$ cat src/hw/rtl/incidence_matrix_graph_store_unit_defines.svh
// Assertion macros for the incidence matrix graph store.
// Used by the top level; expects clk and arst_n in scope.
`ifndef INCIDENCE_MATRIX_GRAPH_STORE_UNIT_DEFINES_SVH
`define INCIDENCE_MATRIX_GRAPH_STORE_UNIT_DEFINES_SVH

// Condition that must hold at every edge out of reset.
`define IMGS_ASSERT(lbl, cond, msg) \
	lbl: assert property (@(posedge clk) disable iff (!arst_n) (cond)) else $error(msg);

// Antecedent in one cycle implies consequent in the next.
`define IMGS_ASSERT_NEXT(lbl, ante, cons, msg) \
	lbl: assert property (@(posedge clk) disable iff (!arst_n) (ante) |=> (cons)) else $error(msg);

`endif

$ cat src/hw/rtl/imgs_pkg.sv
// Shared types and codes for the incidence matrix graph store.
// No dependencies.
`default_nettype none

package imgs_pkg;

	typedef enum logic [2:0] {
		ACT_INIT       = 3'd0,
		ACT_ADD        = 3'd1,
		ACT_SET_NEWEST = 3'd2,
		ACT_GET        = 3'd3,
		ACT_SET        = 3'd4,
		ACT_UNDIR      = 3'd5,
		ACT_DIR        = 3'd6
	} action_t;

	localparam logic [1:0] STAT_OK    = 2'd0;
	localparam logic [1:0] STAT_RANGE = 2'd1;
	localparam logic [1:0] STAT_FULL  = 2'd2;

	localparam logic [6:0] VCOUNT_RESET = 7'd64;

	typedef enum logic [2:0] {
		ST_IDLE,
		ST_EXEC,
		ST_GET,
		ST_SWEEP,
		ST_SCAN,
		ST_DONE
	} state_t;

	typedef struct packed {
		logic [2:0]         action;
		logic [8:0]         edge_index;
		logic [5:0]         vertex_a;
		logic [5:0]         vertex_b;
		logic signed [15:0] entry_value;
	} req_t;

	typedef struct packed {
		logic signed [15:0] read_value;
		logic               connected;
		logic [1:0]         status;
		logic [8:0]         edges_in_use;
	} res_t;

	// Column valid bit commands
	typedef struct packed {
		logic clear_all;
		logic clear_one;
		logic set_one;
	} cv_cmd_t;

endpackage

`default_nettype wire

$ cat src/hw/rtl/imgs_col_valid.sv
// Per-column valid bits; a column not valid reads as all zero.
// Depends on imgs_pkg.
`default_nettype none

module imgs_col_valid #(
	parameter int N  = 256,
	parameter int IW = 8
) (
	input  wire logic              clk,
	input  wire logic              arst_n,
	input  wire imgs_pkg::cv_cmd_t cmd,
	input  wire logic [IW-1:0]     widx,
	input  wire logic [IW-1:0]     ridx,
	output logic                   rvalid
);
	import imgs_pkg::*;

	logic [N-1:0] valid_q;

	always_ff @(posedge clk or negedge arst_n) begin
		if (!arst_n) begin
			valid_q <= '0;
		end else if (cmd.clear_all) begin
			valid_q <= '0;
		end else if (cmd.clear_one) begin
			valid_q[widx] <= 1'b0;
		end else if (cmd.set_one) begin
			valid_q[widx] <= 1'b1;
		end
	end

	assign rvalid = valid_q[ridx];

endmodule

`default_nettype wire

$ cat config.mk
export PLATFORM = sky130hd
export DESIGN_NAME = imgs_col_valid
export DESIGN_NICKNAME = d
export VERILOG_FILES = /design/src/hw/rtl/incidence_matrix_graph_store_unit_defines.svh /design/src/hw/rtl/imgs_pkg.sv /design/src/hw/rtl/imgs_col_valid.sv
export SDC_FILE = /design/constraint.sdc
export NUM_CORES = 1
export LEC_CHECK = 0
export ABC_AREA = 1
export ABC_CLOCK_PERIOD_IN_PS = 2450
export BUFFER_PORTS_ARGS = -buffer_cell sky130_fd_sc_hd__buf_2
export CORE_ASPECT_RATIO = 0.6
export CORE_MARGIN = 2
export CORE_UTILIZATION = 40
export DETAILED_ROUTE_END_ITERATION = 10
export SYNTH_ARGS = -nofsm -noshare
export SYNTH_HDL_FRONTEND = slang
export SYNTH_SLANG_ARGS = --single-unit
$ cat constraint.sdc
create_clock -name clk -period 2.45 [get_ports clk]
set_input_delay 0.49 -clock clk [delete_from_list [all_inputs] [get_ports clk]]
set_output_delay 0.49 -clock clk [all_outputs]
set_load 0.02 [all_outputs]
==> results of run 1 <==
## routing by layer
metal	routed length [um]	global-route usage, %	vias to the layer above
met4	1840	9.03	0
met3	9560	12.5	158
met1	27200	45.4	8332
met5	0	0	-
li1	-	-	7427
met2	26900	43.8	1132
## synth_stat cells (all sizes together)
| master | n | area share [%] |
|---|---|---|
| a21oi | 260 | 8.2 |
| buf | 111 | 4.2 |
| clkbuf | 90 | 2.1 |
| dfrtp | 256 | 40 |
| inv | 65 | 1.6 |
| nand2 | 522 | 13 |
| nand3 | 242 | 7.7 |
| nor2 | 44 | 2.6 |
| nor3 | 257 | 8.2 |
| o21ai | 4 | 0.13 |
| o31ai | 252 | 12 |
| o32ai | 4 | 0.22 |
## cells in the final DEF (no fill, tap or decap), types with 8 or more instances in the layout
| cell | instances |
|---|---|
| buf_2 | 17 |
| buf_12 | 37 |
| buf_4 | 94 |
| inv_1 | 15 |
| a21oi_1 | 257 |
| clkbuf_16 | 27 |
| dfrtp_1 | 256 |
| nor2_1 | 10 |
| o31ai_1 | 250 |
| inv_2 | 44 |
| nor3_1 | 253 |
| nor2_4 | 30 |
| nand2_2 | 8 |
| nand3_1 | 193 |
| nand3_2 | 43 |
| nand2_1 | 512 |
| clkbuf_8 | 10 |
## power groups by stage
stage          Clock, mW  Sequential (mW)  Combinational (mW)
2_1_floorplan          0             4.34               0.648
3_3_place_gp           0             4.34                1.25
3_5_place_dp           0             4.34                1.25
4_1_cts             4.35             4.26                1.38
5_1_grt             4.54             4.26                1.52
6_report            4.35             4.26                1.46
## final timing paths
check | from | endpoint | slack (ns)
setup / recovery | ridx[0] | rvalid | -0.08
hold / removal | arst_n | valid_q[155] | 0.43
setup reg to reg | valid_q[207] | valid_q[207] | 1.59
hold reg to reg | valid_q[254] | valid_q[254] | 0.51
max in group asynchronous | arst_n | valid_q[217] | 1.24
min in group clk | cmd[0] | valid_q[66] | 0.45
## worst max-delay path, delay by kind of cell
kind | cells | cell delay [ns]
buf+inv | 5 | 0.67
simple gates | 10 | 0.86
## timing repair
item | CTS | global route
pin swaps | 13 | 25
hold buffers | 1 | 0
gates resized for setup | 50 | 48
setup endpoints to repair | 1 | 1
endpoints found under the hold margin | 40 | 0
setup buffers | 10 | 4
gates cloned | 8 | 0
## per-stage QoR
stage                     setup slack (ns)  setup TNS, ns  hold slack (ns)
after floorplan                      0.336              0            0.194
after global placement              -0.229         -0.229            0.428
after detailed placement            -0.227         -0.227            0.427
after CTS                          -0.0605        -0.0605            0.444
after global routing                -0.157         -0.157            0.445
final                              -0.0806        -0.0806            0.432
## cell type report
class | instances | area share [%]
tap | 522 | 3.50
clock inverter | 9 | 0.409
timing repair buffer | 166 | 10.3
multi-input combinational | 1585 | 45.5
clock buffer | 40 | 4.42
inverter | 65 | 1.50
sequential | 256 | 34.3
## kinds of logic (layout without fill, tap and decap cells)
kind of cell           count (synthesis)  count (layout)
buffers and inverters                266             280
DFF                                  256             256
AOI/OAI and AO/OA                    520             520
and+or+nand+nor                     1065            1065
==> impl_metrics.toml, run 1 <==
[status]
outcome = "finished with violations"
failed_checks = "setup timing"

[synthesis]
yosys.area_share.adder_pct = 0
yosys_warnings = 0
synth-compound-area-share_pct = 20.6
netlist_instances = 2107
synthMuxAreaShare_pct = 0
syn_area_mm2 = 0.0158
synth_top_family_by_area = "simple AND/OR/NAND/NOR gates"
synth_xor_area_share_pct = 0
ys_types = 25
ys_seq_elements = 256
yosys.area_share.simple_pct = 31.0
syn_area_per_cell_um2 = 7.51
syn-num-nets = 2128
synth_seq_area_share_pct = 40.5

[power_and_ir_drop]
vdd_drop_max_v = 0.000449
p_comb_share_pct = 14.5
p_per_area_mw_per_mm2 = 540
clkPwrFrac_pct = 43.2
p_int_mw = 7.09
swShare_pct = 29.6
fin_total_pwr_mw = 10.1
p_leak_nw = 7.02
p_sw_mw = 2.98
seq_power_share_pct = 42.3

[sta]
max-slew-margin-rel_pct = 62.6
fin_skew_ns = 0
hold_viol_final = 0
fin_crit_ns = 2.53
max_freq_mhz = 395
layout_setup_ws_ns = -0.0806
period_share_pct = 103
rsz0062_at_grt = "yes"
worst_pin_slew_ns = 0.561
drv_slew = 0
setup_viol = 1

[setup_path]
r2r_cells = 3
crit_required_ns = 1.96
critPathSlowestCell = "buf_12"
worst_ep_arrival_time_ns = 2.04
start_kind = "input pin"
setup.worst_path.class = "input pin to output port"
max_stage_delay_ns = 0.17
critPathMaxFanout = 10
crit_chain = "buf_12 > buf_12 > buf_12 > buf_12 > nand2_1 > nand3_1 > nand3_1 > nand3_2 > nand3_2 > nand2_1 > nand2_1 > nand3_1 > nand3_1 > nand2_2 > buf_6"
endpoint_kind = "output port"

[placement]
place_area_mm2 = 0.0169
placed_cells = 2571
place_congestion = 0.929
hpwl_mm = 39.0
port-buffer-count = 21

[layout]
top_regs = "valid_q (256)"
regMostFlops = "valid_q"
finalInstanceArea_mm2 = 0.0187
largest_reg_flops = 256
utilization_pct = 47.8
seq_area_mm2 = 0.00641
final_cell_count_no_fill = 2643
nNetsFinal = 2122
drive_gt1_share_pct = 17.3
fillers = 3778
multiInputGateArea_mm2 = 0.00850
area_delta_synth_final_pct = 17.9
num_antenna_cells = 0

[die]
ios = 22
die_area_mm2 = 0.0412
start_util_pct = 40.6
die_h_um = 158
core_area_mm2 = 0.0390
die_x_um = 261
num_rows = 56

[drt]
vias_per_cell = 6.45
drt_iter0_drc = 3097
ant_nets = 0
dr.pass1.iters = 6
wl_mm = 65.4
avgRoutedWirePerCell_um = 24.8
vias = 17000
route.detailed.drc = 0

[clock_network]
clk_latency_ns = 0.57
clk_pin_slew_ns = 0.06
ctsRootBufferMaster = "clkbuf_16"
tritoncts = "built"
cts_max_level = 1
cts_made_buffers = 27
cts_num_sinks = 256
clock_path_buffers = 3

[global_routing]
grt_max_degree = 69
overflow = 0
track_usage_pct = 31.8
grt_pass1_vias = 15700
grt_pass1_wl_mm = 99.6
antenna_found_initial = 0

[flow_run]
maxCapViolations = 0

[worst_hold_path]
hp-class = "input pin to async pin"
Power figures use the tool's default switching activity.
==> run 2: changes to the inputs <==
Settings changed: CORE_UTILIZATION 40 to 45.
==> run 2 against run 1 <==
  * The flow still finishes with violations (setup timing)
  * Worst setup slack improved by 0.020 ns
  * Sequential cell count did not move
  * Critical path depth did not move
  * Die area fell by 11%
  * Power fell by 0.23%
  * Utilization rose by 5.9 points
  * Non-clock buffer count did not move
  * Cell count fell by 2.1%
==> impl_metrics.toml, run 2 (synthesized netlist as in run 1, its figures left out) <==
[status]
outcome = "finished with violations"
failed_checks = "setup timing"

[power_and_ir_drop]
vdd_drop_max_v = 0.000441
fin_total_pwr_mw = 10.1
p_per_area_mw_per_mm2 = 537
p_leak_nw = 7.09

[setup_path]
worst_ep_arrival_time_ns = 2.02
cpMostUsedCell = "nand3_2"
crit_required_ns = 1.96
max_stage_delay_ns = 0.15
start_kind = "input pin"
critPathSlowestCell = "buf_12"
rrSetupSlack_ns = 1.46
rr_endpoint = "valid_q[161]"
crit_chain = "buf_12 > buf_12 > buf_12 > buf_16 > nand2_2 > nand3_2 > nand3_2 > nand3_2 > nand3_2 > nand2_2 > nand2_1 > nand3_1 > nand3_1 > nand2_2 > buf_6"
critPathBufInv = 5
r2r_cells = 4
setup.worst_path.class = "input pin to output port"
cp_top_family = "simple AND/OR/NAND/NOR gates"
endpoint_kind = "output port"
critPathMaxFanout = 7
r2r-start = "valid_q[161]"

[drt]
dr.pass1.iters = 8
ant_nets = 0
avgRoutedWirePerCell_um = 25.6
drt_iter0_drc = 2715
vias = 17100
vias_per_cell = 6.63
route.detailed.drc = 0
wl_mm = 66.3

[sta]
layout_setup_ws_ns = -0.0606
setup_viol = 1
worst_pin_slew_ns = 0.662
fin_crit_ns = 2.51
max_freq_mhz = 398
period_share_pct = 102
drv_slew = 0
fin_skew_ns = 0
rsz0062_at_grt = "yes"
finalSetupTns_ns = -0.0606
max-slew-margin-rel_pct = 55.9
hold_viol_final = 0

[layout]
drive_gt1_share_pct = 19.2
final_cell_count_no_fill = 2587
finalInstanceArea_mm2 = 0.0187
seq_area_mm2 = 0.00641
mostFrequentLayoutCells = "nand2_1, a21oi_1, dfrtp_1"
multiInputGateArea_mm2 = 0.00871
top_regs = "valid_q (256)"
area_delta_synth_final_pct = 18.2
num_antenna_cells = 0
largest_reg_flops = 256
fillers = 3273
final_common_cell = "nand2_1"
nNetsFinal = 2122
regMostFlops = "valid_q"

[clock_network]
ctsRootBufferMaster = "clkbuf_16"
cts_max_level = 1
cts_num_sinks = 256
clock_path_buffers = 3
cts_made_buffers = 27
tritoncts = "built"
clk_latency_ns = 0.56
clk_pin_slew_ns = 0.06

[global_routing]
grt_max_degree = 79
grt_pass1_vias = 15900
track_usage_pct = 35.9
grt_pass1_wl_mm = 101
antenna_found_initial = 1
overflow = 0

[die]
ios = 22
num_rows = 53
die_x_um = 246
start_util_pct = 45.5
die_h_um = 149
core_area_mm2 = 0.0348
die_area_mm2 = 0.0367

[flow_run]
maxCapViolations = 0

[placement]
port-buffer-count = 21
hpwl_mm = 40.2
place_area_mm2 = 0.0168
dpl_worst_slack_ns = -0.208
place_congestion = 0.956
placed_cells = 2513

[worst_hold_path]
hp-class = "input pin to async pin"
-- run 2: cell count changes in the layout (fill, tap and decap cells not counted), moves of 3 or more --
cell       before  now
buf_4          94  100
buf_12         37   31
nand3_2        43   71
clkbuf_16      27   30
nand3_1       193  163
clkbuf_8       10    3
clkbuf_1        3    6
nand2_1       512  496
nand2_2         8   22
-- run 2: how the worst max path moves through the flow --
| stage | start | endpoint | slack, ns | cells past startpoint |
|---|---|---|---|---|
| after floorplan | ridx[2] | rvalid | 0.34 | 11 |
| after global placement | ridx[0] | rvalid | -0.20 | 14 |
| after detailed placement | ridx[0] | rvalid | -0.21 | 15 |
| after CTS | ridx[0] | rvalid | -0.02 | 15 |
| after global routing | valid_q[127] | rvalid | -0.11 | 11 |
| final | ridx[0] | rvalid | -0.06 | 15 |
-- run 2: layer usage --
metal / vias up / share of wire, % / track usage, %
li1: 7428 / - / -
met1: 8297 / 42 / 52.2
met2: 1222 / 41 / 51.1
met3: 198 / 13 / 9.70
met4: 2 / 3.7 / 12.1
met5: - / 0.017 / 0
-- run 2: through the flow --
step / util, % / hold WS [ns]
4_1_cts: 52.6 / 0.477
2_1_floorplan: - / 0.194
6_report: 53.7 / 0.471
3_5_place_dp: 48.3 / 0.493
5_1_grt: 53.7 / 0.497
3_3_place_gp: 48.3 / 0.487
-- run 2: final cells by class --
cell class,instances,share of cell area [%]
multi-input cells,1585,46.5
inverters,65,1.45
clock buffers,36,3.95
well taps,467,3.12
repair buffers,166,9.93
clock inverters,12,0.756
flip-flops and latches,256,34.2
-- run 2: repair_timing --
action / in CTS / in global routing
pin swaps: 40 / 43
setup buffers: 11 / 7
setup endpoints to repair: 1 / 1
hold buffers: 1 / 0
hold endpoints to repair: 54 / 0
resized for setup: 80 / 59
cloned: 7 / 3
-- run 2: power breakdown --
| part | internal, mW | switching (mW) | total (mW) |
|---|---|---|---|
| sequential | 4.24 | 0.0178 | 4.26 |
| combinational | 0.404 | 1.03 | 1.44 |
| clock | 2.43 | 1.93 | 4.35 |
==> run 3: changes to the inputs <==
Settings changed: CORE_UTILIZATION 45 to 52, PLACE_DENSITY from default to 0.68.
==> run 3 against run 2 <==
  * The flow still finishes with violations (setup timing)
  * Worst setup slack gained 0.041 ns
  * Via count decreased by 0.84%
  * Worst hold slack lost 0.052 ns
  * Power down 2.1%
  * Clock-buffer cell count grew 2
  * Sequential power about the same
  * Critical path type is now register to output port
  * Critical endpoint unchanged
==> impl_metrics.toml, run 3 (synthesized netlist as in run 1, its figures left out) <==
[layout]
final_cell_count_no_fill = 2514
area_delta_synth_final_pct = 13.9
utilization_pct = 60.2
top_regs = "valid_q (256)"
fillers = 2699
drive_gt1_share_pct = 15.2
largest_reg_flops = 256
mostFrequentLayoutCells = "nand2_1, a21oi_1, dfrtp_1"
nNetsFinal = 2107
num_antenna_cells = 0
regMostFlops = "valid_q"
final_common_cell = "nand2_1"

[setup_path]
crit_chain = "nand2_1 > nand3_1 > nand3_1 > nand3_1 > nand3_1 > nand2_4 > nand2_1 > nand3_1 > nand3_1 > nand2_2 > buf_6"
critPathSlowestCell = "dfrtp_1"
max_stage_delay_ns = 0.40
endpoint_kind = "output port"
setup.worst_path.class = "register to output port"
r2r_cells = 4
critPathMaxFanout = 3
worst_ep_arrival_time_ns = 1.98
cp_top_family = "simple AND/OR/NAND/NOR gates"
path_depth = 11
critPathBufInv = 1
cpMostUsedCell = "nand3_1"
crit_required_ns = 1.96
start_kind = "register"

[clock_network]
cts_num_sinks = 256
ctsRootBufferMaster = "clkbuf_16"
clock_path_buffers = 3
clk_latency_ns = 0.56
clk_pin_slew_ns = 0.07
cts_made_buffers = 27
cts_max_level = 1
tritoncts = "built"

[die]
ios = 22
start_util_pct = 52.9
num_rows = 49
die_x_um = 229
die_area_mm2 = 0.0319
die_h_um = 139
core_area_mm2 = 0.0299

[drt]
drt_iter0_drc = 3033
vias_per_cell = 6.76
dr.pass1.iters = 6
vias = 17000
ant_nets = 0
wl_mm = 61.4
route.detailed.drc = 0
avgRoutedWirePerCell_um = 24.4

[placement]
hpwl_mm = 36.2
port-buffer-count = 21
placed_cells = 2433
place_congestion = 0.939

[power_and_ir_drop]
p_leak_nw = 6.81
seq_power_share_pct = 43.3
p_comb_share_pct = 13.3
swShare_pct = 29.1
clkPwrFrac_pct = 43.4
p_int_mw = 6.98
vdd_drop_max_v = 0.000578
p_sw_mw = 2.87
fin_total_pwr_mw = 9.85
p_per_area_mw_per_mm2 = 546

[global_routing]
grt_max_degree = 114
overflow = 0
track_usage_pct = 37.9
grt_pass1_wl_mm = 94.8
antenna_found_initial = 0
grt_pass1_vias = 15900

[sta]
fin_skew_ns = 0
period_share_pct = 101
fin_crit_ns = 2.47
max_freq_mhz = 405
drv_slew = 0
layout_setup_ws_ns = -0.0195
max-slew-margin-rel_pct = 58.1
rsz0062_at_grt = "yes"
setup_viol = 1
fin_hold_ws_ns = 0.419
worst_pin_slew_ns = 0.627
hold_viol_final = 0

[status]
failed_checks = "setup timing"
outcome = "finished with violations"

[worst_hold_path]
hp-class = "input pin to async pin"

[flow_run]
maxCapViolations = 0
-- run 3: cell types whose count changed in the layout (fill, tap and decap cells not counted), sizes merged --
cell | previous run | this run
buf | 161 | 149
bufbuf | 1 | 0
bufinv | 3 | 2
clkinvlp | 1 | 0
inv | 65 | 66
-- run 3: path summary, 6_finish.rpt --
path,from,slack (ns),to
setup / recovery,valid_q[191],-0.02,rvalid
hold / removal,arst_n,0.42,valid_q[150]
setup reg to reg,valid_q[81],1.44,valid_q[81]
hold reg to reg,valid_q[101],0.51,valid_q[101]
max in group asynchronous,arst_n,1.30,valid_q[202]
min in group clk,valid_q[101],0.51,valid_q[101]
-- run 3: worst register-to-register path, stage by stage (launching register included) --
cell	delay (ns)
dfrtp_1	0.40
buf_4	0.14
buf_4	0.13
a21oi_1	0.12
o31ai_1	0.09
-- run 3: repair_timing --
item	in CTS	in global routing
buffers inserted	17	9
pin swaps	9	9
gates cloned	4	1
resized for setup	42	16
endpoints found under the hold margin	36	0
setup endpoints to repair	1	1
hold buffers	1	0
-- run 3: final cells by class --
class	instances	area, um^2	share of cell area [%]
clock buffer	38	767	4.26
clock inverter	11	109	0.604
inverter	65	279	1.55
multi-input combinational	1585	8340	46.3
sequential	256	6410	35.5
tap	408	510	2.83
timing repair buffer	151	1610	8.92
-- run 3: per-stage QoR --
step	instance area [um^2]	worst slack [ns]	TNS (ns)
after detailed placement	16600	-0.172	-0.172
after floorplan	15800	0.336	0
after global placement	16600	-0.147	-0.147
final	18000	-0.0195	-0.0195
after global routing	18000	-0.0837	-0.0837
after CTS	17900	0.00108	0
-- run 3: per-layer routing --
| layer | part of all wire, % | global-route usage (%) | up-vias |
|---|---|---|---|
| met3 | 15 | 10.5 | 198 |
| met2 | 41 | 53.8 | 1356 |
| met4 | 4.1 | 14.6 | 0 |
| met5 | 0 | 0 | - |
| li1 | - | - | 7389 |
| met1 | 40 | 54.6 | 8060 |
-- run 3: power groups by stage --
stage               Combinational, mW  Clock [mW]  Sequential [mW]
global route                     1.37        4.45             4.26
floorplan                       0.648           0             4.34
global placement                 1.18           0             4.34
finish                           1.31        4.27             4.26
detailed placement               1.19           0             4.34
CTS                              1.25        4.28             4.26
