## src/hw/rtl/incidence_matrix_graph_store_unit_defines.svh

```systemverilog
// Assertion macros for the incidence matrix graph store.
// Used by the top level; expects clk and arst_n in scope.
`ifndef INCIDENCE_MATRIX_GRAPH_STORE_UNIT_DEFINES_SVH
`define INCIDENCE_MATRIX_GRAPH_STORE_UNIT_DEFINES_SVH

// Condition that must hold at every edge out of reset.
`define IMGS_ASSERT(lbl, cond, msg) \
	lbl: assert property (@(posedge clk) disable iff (!arst_n) (cond)) else $error(msg);

// Antecedent in one cycle implies consequent in the next.
`define IMGS_ASSERT_NEXT(lbl, ante, cons, msg) \
	lbl: assert property (@(posedge clk) disable iff (!arst_n) (ante) |=> (cons)) else $error(msg);

`endif

```

## src/hw/rtl/imgs_pkg.sv

```systemverilog
// Shared types and codes for the incidence matrix graph store.
// No dependencies.
`default_nettype none

package imgs_pkg;

	typedef enum logic [2:0] {
		ACT_INIT       = 3'd0,
		ACT_ADD        = 3'd1,
		ACT_SET_NEWEST = 3'd2,
		ACT_GET        = 3'd3,
		ACT_SET        = 3'd4,
		ACT_UNDIR      = 3'd5,
		ACT_DIR        = 3'd6
	} action_t;

	localparam logic [1:0] STAT_OK    = 2'd0;
	localparam logic [1:0] STAT_RANGE = 2'd1;
	localparam logic [1:0] STAT_FULL  = 2'd2;

	localparam logic [6:0] VCOUNT_RESET = 7'd64;

	typedef enum logic [2:0] {
		ST_IDLE,
		ST_EXEC,
		ST_GET,
		ST_SWEEP,
		ST_SCAN,
		ST_DONE
	} state_t;

	typedef struct packed {
		logic [2:0]         action;
		logic [8:0]         edge_index;
		logic [5:0]         vertex_a;
		logic [5:0]         vertex_b;
		logic signed [15:0] entry_value;
	} req_t;

	typedef struct packed {
		logic signed [15:0] read_value;
		logic               connected;
		logic [1:0]         status;
		logic [8:0]         edges_in_use;
	} res_t;

	// Column valid bit commands
	typedef struct packed {
		logic clear_all;
		logic clear_one;
		logic set_one;
	} cv_cmd_t;

endpackage

`default_nettype wire

```

## src/hw/rtl/imgs_seq.sv

```systemverilog
// Operation sequencer: decodes one transaction, drives the matrix RAM and
// column valid bits, scans columns for the connectivity tests. Uses imgs_pkg.
`default_nettype none

module imgs_seq #(
	parameter int MAX_EDGES    = 256,
	parameter int MAX_VERTICES = 64,
	parameter int ENTRY_BITS   = 16,
	parameter int EW           = 8,
	parameter int VW           = 6,
	parameter int CW           = 9
) (
	input  wire logic                 clk,
	input  wire logic                 arst_n,
	input  wire logic                 start,
	input  wire imgs_pkg::req_t       req,
	input  wire logic [6:0]           vertex_count,
	input  wire logic                 out_free,
	output logic                      idle,
	output logic                      done,
	output imgs_pkg::res_t            res,
	// matrix RAM
	output logic                      mem_we,
	output logic [EW+VW-1:0]          mem_waddr,
	output logic [ENTRY_BITS-1:0]     mem_wdata,
	output logic [EW+VW-1:0]          mem_raddr_a,
	output logic [EW+VW-1:0]          mem_raddr_b,
	input  wire logic [ENTRY_BITS-1:0] mem_rdata_a,
	input  wire logic [ENTRY_BITS-1:0] mem_rdata_b,
	// column valid bits
	output imgs_pkg::cv_cmd_t         cv_cmd,
	output logic [EW-1:0]             cv_widx,
	output logic [EW-1:0]             cv_ridx,
	input  wire logic                 cv_rvalid
);
	import imgs_pkg::*;

	localparam int CMPW = (CW > 9) ? CW : 9;

	state_t state_q, state_d;
	req_t   req_q;

	logic [CW-1:0] edge_count_q;
	logic [CW-1:0] count_m1;
	logic [EW-1:0] col_q;
	logic [VW-1:0] row_q;
	logic [CW-1:0] scan_q;
	logic          rd_s1;
	logic          colok_s1;
	logic          col_ok_q;
	logic [15:0]   rd_q;
	logic          conn_q;
	logic [1:0]    status_q;

	logic          va_ok, vb_ok, eidx_in, init_ok, full, entry_ok;
	logic [EW-1:0] tcol, scan_col;
	logic [VW-1:0] row_a, row_b;
	logic          issue, hit, sweep_last;
	logic signed [31:0]   val32, rd32;
	logic [ENTRY_BITS-1:0] wval;

	// decode of the held request
	assign va_ok    = (7'(req_q.vertex_a) < vertex_count) && (32'(req_q.vertex_a) < MAX_VERTICES);
	assign vb_ok    = (7'(req_q.vertex_b) < vertex_count) && (32'(req_q.vertex_b) < MAX_VERTICES);
	assign eidx_in  = CMPW'(req_q.edge_index) < CMPW'(edge_count_q);
	assign init_ok  = 32'(req_q.edge_index) <= MAX_EDGES;
	assign full     = edge_count_q == CW'(MAX_EDGES);
	assign count_m1 = edge_count_q - 1'b1;
	assign row_a    = VW'(req_q.vertex_a);
	assign row_b    = VW'(req_q.vertex_b);
	assign scan_col = scan_q[EW-1:0];
	assign val32    = 32'(req_q.entry_value);
	assign wval     = val32[ENTRY_BITS-1:0];
	assign rd32     = 32'(signed'(mem_rdata_a));

	always_comb begin
		if (req_q.action == ACT_SET_NEWEST) begin
			tcol     = count_m1[EW-1:0];
			entry_ok = (edge_count_q != '0) && va_ok;
		end else begin
			tcol     = EW'(req_q.edge_index);
			entry_ok = eidx_in && va_ok;
		end
	end

	assign issue      = (state_q == ST_SCAN) && (scan_q < edge_count_q);
	assign sweep_last = row_q == VW'(MAX_VERTICES - 1);

	always_comb begin
		if (req_q.action == ACT_DIR) begin
			hit = rd_s1 && colok_s1 && (mem_rdata_a == ENTRY_BITS'(1)) && (mem_rdata_b == '1);
		end else begin
			hit = rd_s1 && colok_s1 && (mem_rdata_a != '0) && (mem_rdata_b != '0);
		end
	end

	// next state
	always_comb begin
		state_d = state_q;
		unique case (state_q)
			ST_IDLE: begin
				if (start) state_d = ST_EXEC;
			end
			ST_EXEC: begin
				unique case (req_q.action) inside
					ACT_SET_NEWEST, ACT_SET: begin
						state_d = (entry_ok && !cv_rvalid) ? ST_SWEEP : ST_DONE;
					end
					ACT_GET: state_d = entry_ok ? ST_GET : ST_DONE;
					ACT_UNDIR, ACT_DIR: state_d = (va_ok && vb_ok) ? ST_SCAN : ST_DONE;
					default: state_d = ST_DONE;
				endcase
			end
			ST_GET: state_d = ST_DONE;
			ST_SWEEP: begin
				if (sweep_last) state_d = ST_DONE;
			end
			ST_SCAN: begin
				if (hit || (!issue && !rd_s1)) state_d = ST_DONE;
			end
			ST_DONE: begin
				if (out_free) state_d = ST_IDLE;
			end
			default: state_d = ST_IDLE;
		endcase
	end

	// memory and valid bit controls
	always_comb begin
		mem_we      = 1'b0;
		mem_waddr   = {tcol, row_a};
		mem_wdata   = wval;
		mem_raddr_a = {tcol, row_a};
		mem_raddr_b = {tcol, row_b};
		cv_cmd      = '0;
		cv_widx     = edge_count_q[EW-1:0];
		cv_ridx     = tcol;
		unique case (state_q)
			ST_EXEC: begin
				unique case (req_q.action) inside
					ACT_INIT: cv_cmd.clear_all = init_ok;
					ACT_ADD: cv_cmd.clear_one = !full;
					ACT_SET_NEWEST, ACT_SET: mem_we = entry_ok && cv_rvalid;
					default: ;
				endcase
			end
			ST_SWEEP: begin
				mem_we         = 1'b1;
				mem_waddr      = {col_q, row_q};
				mem_wdata      = (row_q == row_a) ? wval : '0;
				cv_cmd.set_one = sweep_last;
				cv_widx        = col_q;
			end
			ST_SCAN: begin
				mem_raddr_a = {scan_col, row_a};
				mem_raddr_b = {scan_col, row_b};
				cv_ridx     = scan_col;
			end
			default: ;
		endcase
	end

	always_ff @(posedge clk or negedge arst_n) begin
		if (!arst_n) begin
			state_q      <= ST_IDLE;
			edge_count_q <= '0;
			rd_s1        <= 1'b0;
		end else begin
			state_q <= state_d;
			rd_s1   <= issue;
			if (state_q == ST_EXEC) begin
				if (req_q.action == ACT_INIT && init_ok) begin
					edge_count_q <= CW'(req_q.edge_index);
				end else if (req_q.action == ACT_ADD && !full) begin
					edge_count_q <= edge_count_q + 1'b1;
				end
			end
		end
	end

	// payload and result registers
	always_ff @(posedge clk) begin
		colok_s1 <= cv_rvalid;
		if (start && state_q == ST_IDLE) begin
			req_q <= req;
		end
		case (state_q)
			ST_EXEC: begin
				status_q <= STAT_OK;
				conn_q   <= 1'b0;
				rd_q     <= '0;
				col_q    <= tcol;
				row_q    <= '0;
				scan_q   <= '0;
				col_ok_q <= cv_rvalid;
				case (req_q.action) inside
					ACT_INIT: if (!init_ok) status_q <= STAT_RANGE;
					ACT_ADD: if (full) status_q <= STAT_FULL;
					ACT_SET_NEWEST, ACT_SET, ACT_GET: if (!entry_ok) status_q <= STAT_RANGE;
					ACT_UNDIR, ACT_DIR: if (!(va_ok && vb_ok)) status_q <= STAT_RANGE;
					default: ;
				endcase
			end
			ST_GET: rd_q <= col_ok_q ? rd32[15:0] : '0;
			ST_SWEEP: row_q <= row_q + 1'b1;
			ST_SCAN: begin
				if (issue) scan_q <= scan_q + 1'b1;
				if (hit) conn_q <= 1'b1;
			end
			default: ;
		endcase
	end

	assign idle             = state_q == ST_IDLE;
	assign done             = (state_q == ST_DONE) && out_free;
	assign res.read_value   = rd_q;
	assign res.connected    = conn_q;
	assign res.status       = status_q;
	assign res.edges_in_use = 9'(edge_count_q);

endmodule

`default_nettype wire

```

## config.mk

```make
export PLATFORM = sky130hd
export DESIGN_NAME = imgs_seq
export DESIGN_NICKNAME = d
export VERILOG_FILES = /design/src/hw/rtl/incidence_matrix_graph_store_unit_defines.svh /design/src/hw/rtl/imgs_pkg.sv /design/src/hw/rtl/imgs_seq.sv
export SDC_FILE = /design/constraint.sdc
export NUM_CORES = 1
export LEC_CHECK = 0
export ABC_CLOCK_PERIOD_IN_PS = 7090
export CAP_MARGIN = 20
export CORE_ASPECT_RATIO = 1.4
export CORE_MARGIN = 2
export CORE_UTILIZATION = 58
export CTS_CLUSTER_DIAMETER = 120
export DETAILED_ROUTE_END_ITERATION = 12
export DONT_BUFFER_PORTS = 1
export GPL_TIMING_DRIVEN = 0
export PLACE_DENSITY = 0.74
export SLEW_MARGIN = 10
export SYNTH_ARGS = -nofsm -noshare
export SYNTH_HDL_FRONTEND = slang
export SYNTH_SLANG_ARGS = --single-unit
```

## constraint.sdc

```tcl
create_clock -name clk -period 7.09 [get_ports clk]
set_clock_uncertainty 0.1 [all_clocks]
set_input_delay 0.3545 -clock clk [delete_from_list [all_inputs] [get_ports clk]]
set_output_delay 0.3545 -clock clk [all_outputs]
set_load 0.1 [all_outputs]
```

==> impl_results.md, run 1 <==
- Worst-path clk slew: roughly 0.060 ns
- I/O pin cnt: 192
- GRT Util Overall: approximately a quarter
- Clk root buf: clkbuf_16
- Clock Latency Late Sink: between 0.3 and 0.4 ns
- Core area: 9410 um2
- Slew at the pin closest to its max-slew limit: approximately 1.2 ns
- CTS tree: yes
- Share of cells above drive strength 1: 17.8%
- Unrepaired setup endpoints after global routing: false
- First-pass GRT wire length: approximately 21000 um
- Most common cell after layout, fill and taps aside: edfxtp_1
- Outcome: finished clean
- Synth-to-Final Area Change: 15.8%
- # resized after CTS: 0
- Startpoint types: flop
- Largest net degree at the start of global routing: 37
- Max Clk Rate: between 200 and 250 MHz
- Maxcap violations: 0
- Post-Synthesis Cells: between 500 and 600
- Flops & latches, synth: 97
- Commonest cells after routing, fill and taps aside: 83 x edfxtp_1, 68 x nand2_1, 31 x nor2_1, 31 x ha_1, 30 x buf_4
- Crit path kind: reg2out
- # fillers: between 700 and 800
- Final nets: ~700
- Post-synth EDFFs: 83
- Slew headroom: around a fifth
- Antenna viol nets, final: 0
- Synthesized area: 5600 um2
- Starting density of the core: about three fifths
- Critical Path Sink Type: output port
- Synth unique cells: 56
- CTS buffer count: 9
- Synth Area per Inst: a little over 10 um2
- Grt total ovfl: 0
- Number of global-route vias before repair: 4120
- Die area: approximately 10000 um2
- Initial DRC count: between 200 and 250
- Routed WL: 13500 um
- WP data arrival: around 4.2 ns
- Number of H-tree levels: 3
- Worst hold path type: in2reg
- Async S/R FF share, synth: 13.4%
- Setup Fix Bufs, Post-CTS: 0
- Num rows: 42
- Routed vias: 4153
- Post-synth top flop: edfxtp_1
- Vias/cell: around 6
- Final GP Congestion: about 0.91
- Warnings, synthesis: 0
- Max clock buf depth: 2
- Die height: 120 um
- Num Clock Sinks: 97
- Remaining DRCs: 0
- Multi-input gate area: approximately 2500 um2
- Fin Setup TNS: 0 ns
- Initial antenna violation count: 1
- Max Slew Vio Count: 0
- Register area: between 2000 and 3000 um2
- WL per Instance: around 19 um
- Final setup fails: 0
- CP max FO: 8
- Fin crit share: between 60 and 70%
- PortBufs: 0
- Final Critical Period: approximately 4.7 ns
- DRT Pass-1 Iters: 5
- Register area share after synthesis: between 50 and 60%
- Final Hold Fails: 0
- Die Wd: about 87 um
- Post-DP HPWL: roughly 10000 um
- Synthesized net count: 666
- Req. time, crit path: about 6.6 ns
-- state kept, by name, indices dropped and copies added (netlist names), 6 cells and up --
signal / flops
row_a: 6
rd_q: 16
req_q: 12
col_q: 8
scan_q: 9
row_b: 6
row_q: 6
wval: 16
edge_count_q: 9
-- critical path, cell delays in order (launching register included) --
cell	delay (ns)
dfrtp_1	0.94
clkbuf_1	0.39
inv_1	0.20
ha_1	0.35
a211o_1	0.26
a31oi_1	0.16
o211ai_1	0.16
a211oi_1	0.39
a31oi_1	0.16
nor2_2	0.86
-- cell families (layout without fill, tap and decap cells) --
logic type / after synthesis / after routing / share of synthesized area, %
simple gates: 218 / 218 / 19.8
compound gates: 97 / 97 / 10.4
flops: 97 / 97 / 50.6
buf+inv: 79 / 113 / 7.52
fa+ha+maj: 31 / 31 / 6.92
xor+xnor: 25 / 25 / 3.91
mux: 4 / 4 / 0.804
other cells: 0 / 1 / 0
-- final timing paths --
check / from / end / slack (ns) / depth (start not counted)
setup / recovery: edge_count_q[2]$_DFFE_PN0P_ / mem_we / 2.42 / 9
hold / removal: req[31] / req_q[31]$_DFFE_PP_ / 0.01 / 0
setup reg to reg: edge_count_q[2]$_DFFE_PN0P_ / status_q[0]$_DFFE_PP_ / 3.51 / 9
hold reg to reg: scan_q[8]$_SDFFCE_PN0P_ / scan_q[8]$_SDFFCE_PN0P_ / 0.55 / 2
max in group asynchronous: arst_n / edge_count_q[4]$_DFFE_PN0P_ / 6.01 / 1
min in group asynchronous: arst_n / state_q[0]$_DFFE_PN0P_ / 0.42 / 1
-- layout make-up --
type                    instances  share of cell area [%]
clock buffers                  10                    3.53
multi-input cells             375                    38.0
flip-flops and latches         97                    43.7
plain buffers                  55                    5.11
clock inverters                 6                    2.39
inverters                      24                    1.39
diodes                          1                  0.0386
well taps                     110                    2.12
repair buffers                 18                    3.70
-- synth_stat cells (all sizes together), types with 2 or more instances --
cell	number	area, um2
edfxtp	83	2490
nand2	68	255
nor2	39	146
buf	37	264
ha	31	388
a21oi	30	150
o21ai	30	154
inv	24	90.1
and2	19	119
clkbuf	18	67.6
nor2b	17	106
nand3	14	70.1
dfrtp	13	325
xnor2	13	114
xor2	12	105
nor4	11	68.8
nand4	10	62.6
nand2b	9	56.3
nor3	7	35.0
a21o	6	45.0
a31oi	6	37.5
o22ai	6	37.5
and3	5	31.3
nand3b	4	42.5
mux2i	3	30.0
nor3b	3	22.5
or4	3	22.5
a211o	2	17.5
a211oi	2	15.0
nand4b	2	17.5
o211ai	2	15.0
o31ai	2	15.0
o32ai	2	17.5
or2	2	12.5
or3	2	12.5
-- stage by stage --
| stage | instance area, um2 | cells | hold WS [ns] | util (%) | setup slack, ns |
|---|---|---|---|---|---|
| 4_1_cts | 6420 | 689 | 0.00157 | 68.3 | 2.44 |
| 2_1_floorplan | 5600 | 551 | -0.0411 | - | 1.95 |
| 6_report | 6490 | 696 | 0.0102 | 69.0 | 2.42 |
| 5_1_grt | 6490 | 696 | 0.000137 | 69.0 | 2.17 |
| 3_5_place_dp | 6020 | 671 | -0.0404 | 64.0 | 2.80 |
| 3_3_place_gp | 5740 | 661 | -0.0404 | 61.0 | 1.55 |
-- routing by layer --
layer	up-vias	GRT usage [%]	wire [um]
li1	1998	-	-
met1	1961	29.8	4990
met2	168	45.3	7150
met3	26	7.24	1100
met4	0	9.28	301
met5	-	0	0
-- timing repair --
item                                   in CTS  in global routing
hold buffers                                2                  6
setup endpoints to repair                   0                  0
endpoints found under the hold margin      14                  6
Power of run 1 is left out: the tool's default activity adds up to more than one toggle a clock period on the data nets, which glitch-free logic cannot reach.
==> run 2, diff against run 1 <==
ABC_CLOCK_PERIOD_IN_PS = 3930   (was 7090)
PLACE_DENSITY = 0.76   (was 0.74)
clock period = 3.93 ns   (was 7.09 ns; I/O delays follow)
==> run 2 against run 1 <==
  * Design area increased by 6.3%
  * Global-route usage increased by 1.0 points
  * Worst hold slack improved by 0.015 ns
  * Highest routed layer unchanged
  * Sequential share of layout area decreased by 2.4 points
  * Sequential cell count unchanged
  * Via count increased by 7.3%
  * Routed wire length increased by 2.7%
  * Critical path depth unchanged
  * Utilization increased by 4.3 points
  * Die area unchanged
==> impl_results.md, run 2 (synthesis results as in run 1) <==
- Clk root buf: clkbuf_16
- Most common cell after layout, fill and taps aside: edfxtp_1
- Core area: 9410 um2 (unchanged)
- PortBufs: 0 (unchanged)
- GRT Util Overall: 26.9% (+1.0 points)
- DRT Pass-1 Iters: 5 (unchanged)
- First-pass GRT wire length: 21700 um (+4.4%)
- CTS buffer count: 9 (unchanged)
- Crit path kind: reg2out
- Number of instances in the placed design: 668 (-0.45%)
- Final Instance Count excl. Fillers: 742 (+6.6%)
- Maxcap violations: 0 (unchanged)
- # fillers: 662 (-6.6%)
- Req. time, crit path: 3.63 ns (-3.01 ns)
- Initial antenna violation count: 0 (-1)
- Final GP Congestion: 0.931 (+2.4%)
- Slew headroom: 20.7% (+0.074 points)
- Die Wd: 87.1 um (unchanged)
- WL per Instance: 18.8 um (-3.7%)
- Number of global-route vias before repair: 4511 (+9.5%)
- Register area: 2850 um2 (+0.57%)
- Max Clk Rate: roughly 270 MHz
- Outcome: finished clean
- Fin crit share: 95.1%
- Hold depth: 2 (+2)
- Max Slew Vio Count: 0 (unchanged)
- Setup Fix Bufs, Post-CTS: 0 (unchanged)
- Clock Latency Late Sink: 0.34 ns (about the same)
- Number of H-tree levels: 3 (unchanged)
- Hold Path End: state_q[1]$_DFFE_PN0P_
- Die area: 10500 um2 (unchanged)
- Final nets: 742 (+6.8%)
- ANT cells: 0 (-1)
- WP data arrival: 3.44 ns (-0.77 ns)
- Routed vias: 4456 (+7.3%)
- Worst hold path type: in2reg
- Num rows: 42 (unchanged)
- Critical Path Sink Type: output port
- Final setup fails: 0 (unchanged)
- Post-DP HPWL: 10100 um (-1.9%)
- Largest net degree at the start of global routing: 40 (+8.1%)
- Share of cells above drive strength 1: 18.4% (+0.58 points)
- Starting density of the core: 59.6% (unchanged)
- Startpoint types: flop
- Antenna viol nets, final: 0 (unchanged)
- DP Area: 5980 um2 (-0.67%)
- Hold Crit Start: out_free
- CTS tree: yes
- CP max FO: 9 (+1)
- Remaining DRCs: 0 (unchanged)
- Multi-input gate area: 2500 um2 (+1.4%)
- Fin area: 6900 um2 (+6.3%)
- Slew at the pin closest to its max-slew limit: 1.19 ns (-0.00111 ns)
- Reg-to-Reg End: status_q[0]$_DFFE_PP_
- Initial DRC count: 285 (+17%)
- Vias/cell: 6.01 (+0.64%)
- Unrepaired setup endpoints after global routing: false
- Final Hold Fails: 0 (unchanged)
- Die height: 120 um (unchanged)
- Worst-path clk slew: 0.06 ns (about the same)
- Max clock buf depth: 2 (unchanged)
- Num Clock Sinks: 97 (unchanged)
- Commonest cells after routing, fill and taps aside: 83 x edfxtp_1, 64 x nand2_1, 58 x dlygate4sd3_1
- Worst reg2reg path depth: 9 (unchanged)
- I/O pin cnt: 192 (unchanged)
- Reg2Reg Launch Point: edge_count_q[2]$_DFFE_PN0P_
- Synth-to-Final Area Change: 23.1%
- Routed WL: 13900 um (+2.7%)
- Final Critical Period: between 3 and 4 ns
- Grt total ovfl: 0 (unchanged)
- Flop-to-flop setup slack: 0.85 ns (-2.66 ns)
==> run 2: cell types whose count changed in the layout (fill, tap and decap cells not counted), sizes merged <==
cell         delta
diode           -1
clkinvlp        +1
clkbuf          +1
bufinv          -4
clkinv          +2
dlygate4sd3    +50
buf             -3
==> run 2: area by class of cell <==
class | count | share of cell area [%]
Clock inverter | 5 | 0.816
Sequential cell | 97 | 41.4
Inverter | 24 | 1.31
Tap cell | 110 | 2.00
Multi-Input combinational cell | 375 | 36.2
Buffer | 55 | 4.84
Timing Repair Buffer | 65 | 10.1
Clock buffer | 11 | 3.37
==> run 2: worst max-delay path by stage <==
stage	startpoint	end	slack (ns)	cells past startpoint
final	edge_count_q[0]$_DFFE_PN0P_	mem_raddr_b[12]	0.19	9
after global routing	edge_count_q[0]$_DFFE_PN0P_	mem_raddr_b[12]	0.07	9
after CTS	edge_count_q[2]$_DFFE_PN0P_	mem_we	0.04	9
after detailed placement	edge_count_q[2]$_DFFE_PN0P_	mem_we	-0.16	9
after global placement	edge_count_q[0]$_DFFE_PN0P_	mem_raddr_b[10]	-0.48	9
after floorplan	edge_count_q[0]$_DFFE_PN0P_	mem_raddr_a[10]	-0.18	9
==> run 2: per-layer routing <==
metal | vias to the layer above | GRT usage (%) | routed length (um)
met3 | 41 | 7.17 | 1150
met1 | 2102 | 30.5 | 4910
met4 | 0 | 11.3 | 447
met2 | 227 | 46.9 | 7400
li1 | 2086 | - | -
met5 | - | 0 | 0
==> run 2: critical path: stages (launching register included) <==
cell	delay (ns)
dfrtp_2	0.70
clkbuf_1	0.41
inv_1	0.18
ha_1	0.29
nand3_1	0.12
xnor2_1	0.07
o21ai_0	0.36
nand2_1	0.13
nand2_2	0.45
buf_4	0.40
==> run 2: repair_timing <==
item / 4_1_cts / 5_1_grt
hold buffers: 58 / 0
endpoints found under the hold margin: 71 / 0
resized for setup: 14 / 8
endpoints found under the setup margin: 13 / 3
pin swaps: 0 / 1
==> run 2: stage by stage <==
step           hold WS [ns]  setup WS (ns)  util, %  TNS (ns)
2_1_floorplan        -0.199         -0.179        -    -0.358
3_3_place_gp         -0.199         -0.483     61.2     -1.98
3_5_place_dp         -0.199         -0.158     63.6    -0.236
4_1_cts             0.00733         0.0359     73.2         0
5_1_grt              0.0383         0.0675     73.3         0
6_report             0.0247          0.194     73.3         0
Power of run 2 is left out for the same reason.
==> run 3, diff against run 2 <==
CTS_BUF_LIST = sky130_fd_sc_hd__clkbuf_4   (was default)
==> run 3 against run 2 <==
  * Routed wire length rose by 0.25%
  * Worst setup slack got worse by 0.034 ns
  * Die area did not move
  * Count of clock-buffer cells in the layout did not move
  * Design area fell by 1.7%
  * Final cell count rose by 0.40%
  * Worst hold slack improved by 0.066 ns
  * First-iteration DRC count fell by 8.1%
  * Critical path depth did not move
  * Non-clock buffer count rose by 2
  * Maximum frequency fell by 0.89%
  * Critical path type unchanged
==> impl_results.md, run 3 (synthesis results as in run 1) <==
- Routed vias: 4458 (+0.045%)
- Initial antenna violation count: 1 (+1)
- CTS buffer count: 9 (unchanged)
- Final Critical Period: 3.77 ns (+0.0336 ns)
- CP max FO: 8 (-1)
- Grt total ovfl: 0 (unchanged)
- Synth-to-Final Area Change: 21.0%
- Met2 wire length: 7400 um (about the same)
- Final Util: 72.1% (-1.2 points)
- Commonest cells after routing, fill and taps aside: 83 x edfxtp_1, 64 x nand2_1, 60 x dlygate4sd3_1
- Worst-path clk slew: 0.14 ns (+0.08 ns)
- CTS tree: yes
- Met3 WL: 1080 um (-6.5%)
- # fillers: 673 (+1.7%)
- Req. time, crit path: 3.63 ns (about the same)
- PortBufs: 0 (unchanged)
- Die height: 120 um (unchanged)
- Fin crit share: 95.9% (+0.86 points)
- Remaining DRCs: 0 (unchanged)
- Final Hold Fails: 0 (unchanged)
- Unrepaired setup endpoints after global routing: false
- Critical Path Sink Type: output port
- DRT Pass-1 Iters: 5 (unchanged)
- Worst hold path type: in2reg
- Setup ws final: 0.161 ns (-0.0336 ns)
- Final GP Congestion: 0.931 (unchanged)
- Outcome: finished clean
- Clk root buf: clkbuf_4
- Pre-CTS setup slack: -0.158 ns (unchanged)
- Slowest CP cell: dfrtp_4
- WL per Instance: 18.7 um (-0.15%)
- Largest delay contributor family on the critical path: compound AO/OA/AOI/OAI gates
- Num Clock Sinks: 97 (unchanged)
- Startpoint types: flop
- Routed WL: 13900 um (+0.25%)
- Most common cell after layout, fill and taps aside: edfxtp_1
- WP data arrival: 3.47 ns (+0.03 ns)
- Crit-path cells: buf_2, inv_1, ha_1, a211o_1, a31oi_1, o211ai_1, a211oi_2, a31oi_1, nor2_4
- Largest net degree at the start of global routing: 40 (unchanged)
- CP dominant cell by count: a31oi_1
- Number of H-tree levels: 3 (unchanged)
- Number of global-route vias before repair: 4507 (-0.089%)
- Wire length on met1: 5060 um (+3.1%)
- Slew at the pin closest to its max-slew limit: 1.19 ns (+0.0000672 ns)
- Final setup fails: 0 (unchanged)
- Num rows: 42 (unchanged)
- Die Wd: 87.1 um (unchanged)
- Antenna viol nets, final: 0 (unchanged)
- Core area: 9410 um2 (unchanged)
- Setup Fix Bufs, Post-CTS: 0 (unchanged)
- Final nets: 744 (+0.27%)
- Max Slew Vio Count: 0 (unchanged)
- Maxcap violations: 0 (unchanged)
- I/O pin cnt: 192 (unchanged)
- GRT Util Overall: 27.1% (+0.21 points)
- Share of cells above drive strength 1: 18.8% (+0.42 points)
- Initial DRC count: 262 (-8.1%)
- Fin Hold WS: 0.0908 ns (+0.0661 ns)
- Buf/Inv on CP: 2 (-1)
- Largest stage delay on the critical path: 0.64 ns (-0.06 ns)
- Max clock buf depth: 2 (unchanged)
- First-pass GRT wire length: 21900 um (+0.57%)
- Vias/cell: 5.98 (-0.36%)
- Clock Latency Late Sink: 0.44 ns (+0.10 ns)
- Post-DP HPWL: 10100 um (unchanged)
- Die area: 10500 um2 (unchanged)
- Fin Setup TNS: 0 ns (unchanged)
- Top layer in use: met4
- Starting density of the core: 59.6% (unchanged)
- Crit path kind: reg2out
- Max Clk Rate: 265 MHz (-0.89%)
- Multi-input gate area: 2510 um2 (+0.40%)
- Slew headroom: 20.7% (about the same)
- Register area: 2860 um2 (about the same)
## run 3: changes by cell type in the layout (fill, tap and decap cells not counted), moves of 2 or more
cell           previous run  this run
clkbuf_1                 18        16
clkbuf_16                 9         0
clkbuf_4                  0        11
dlygate4sd3_1            58        60
## run 3: path summary, 6_finish.rpt
path                                                  start                          end  slack (ns)  cells after the start
worst max-delay path            edge_count_q[2]$_DFFE_PN0P_                       mem_we        0.16                      9
worst min-delay path                               out_free       state_q[2]$_DFFE_PN0P_        0.09                      3
worst max register to register  edge_count_q[2]$_DFFE_PN0P_        status_q[0]$_DFFE_PP_        0.90                      9
worst min register to register      scan_q[0]$_SDFFCE_PN0P_      scan_q[0]$_SDFFCE_PN0P_        0.55                      1
max in group asynchronous                            arst_n  edge_count_q[3]$_DFFE_PN0P_        3.05                      1
min in group asynchronous                            arst_n              rd_s1$_DFF_PN0_        0.14                      1
## run 3: metal layers
metal,up-vias,GRT usage [%]
met5,-,0
met4,0,12.4
met3,35,7.71
met2,214,46.5
met1,2115,30.7
li1,2094,-
## run 3: cell type report
type / count / area share (%)
buffer: 55 / 4.93
timing repair buffer: 67 / 10.5
sequential: 97 / 42.1
multi-input combinational: 375 / 37.0
clock buffer: 11 / 1.22
tap: 110 / 2.03
clock inverter: 5 / 0.830
antenna: 1 / 0.0369
inverter: 24 / 1.33
## run 3: what timing repair did
item | CTS | global route
pin swaps | 0 | 1
hold buffers | 60 | 0
gates resized for setup | 14 | 12
setup endpoints to repair | 19 | 7
hold endpoints to repair | 73 | 0
## run 3: tightest hold or removal path: stages
cell and delay, ns:
a21o_1 0.13, a21oi_1 0.08, a41o_1 0.20
## run 3: stage by stage
| stage | area (um2) | std cells |
|---|---|---|
| after floorplan | 5620 | 551 |
| after global placement | 5760 | 661 |
| after detailed placement | 5980 | 668 |
| after CTS | 6750 | 744 |
| after global routing | 6780 | 745 |
| final | 6780 | 745 |
Power of run 3 is left out for the same reason.
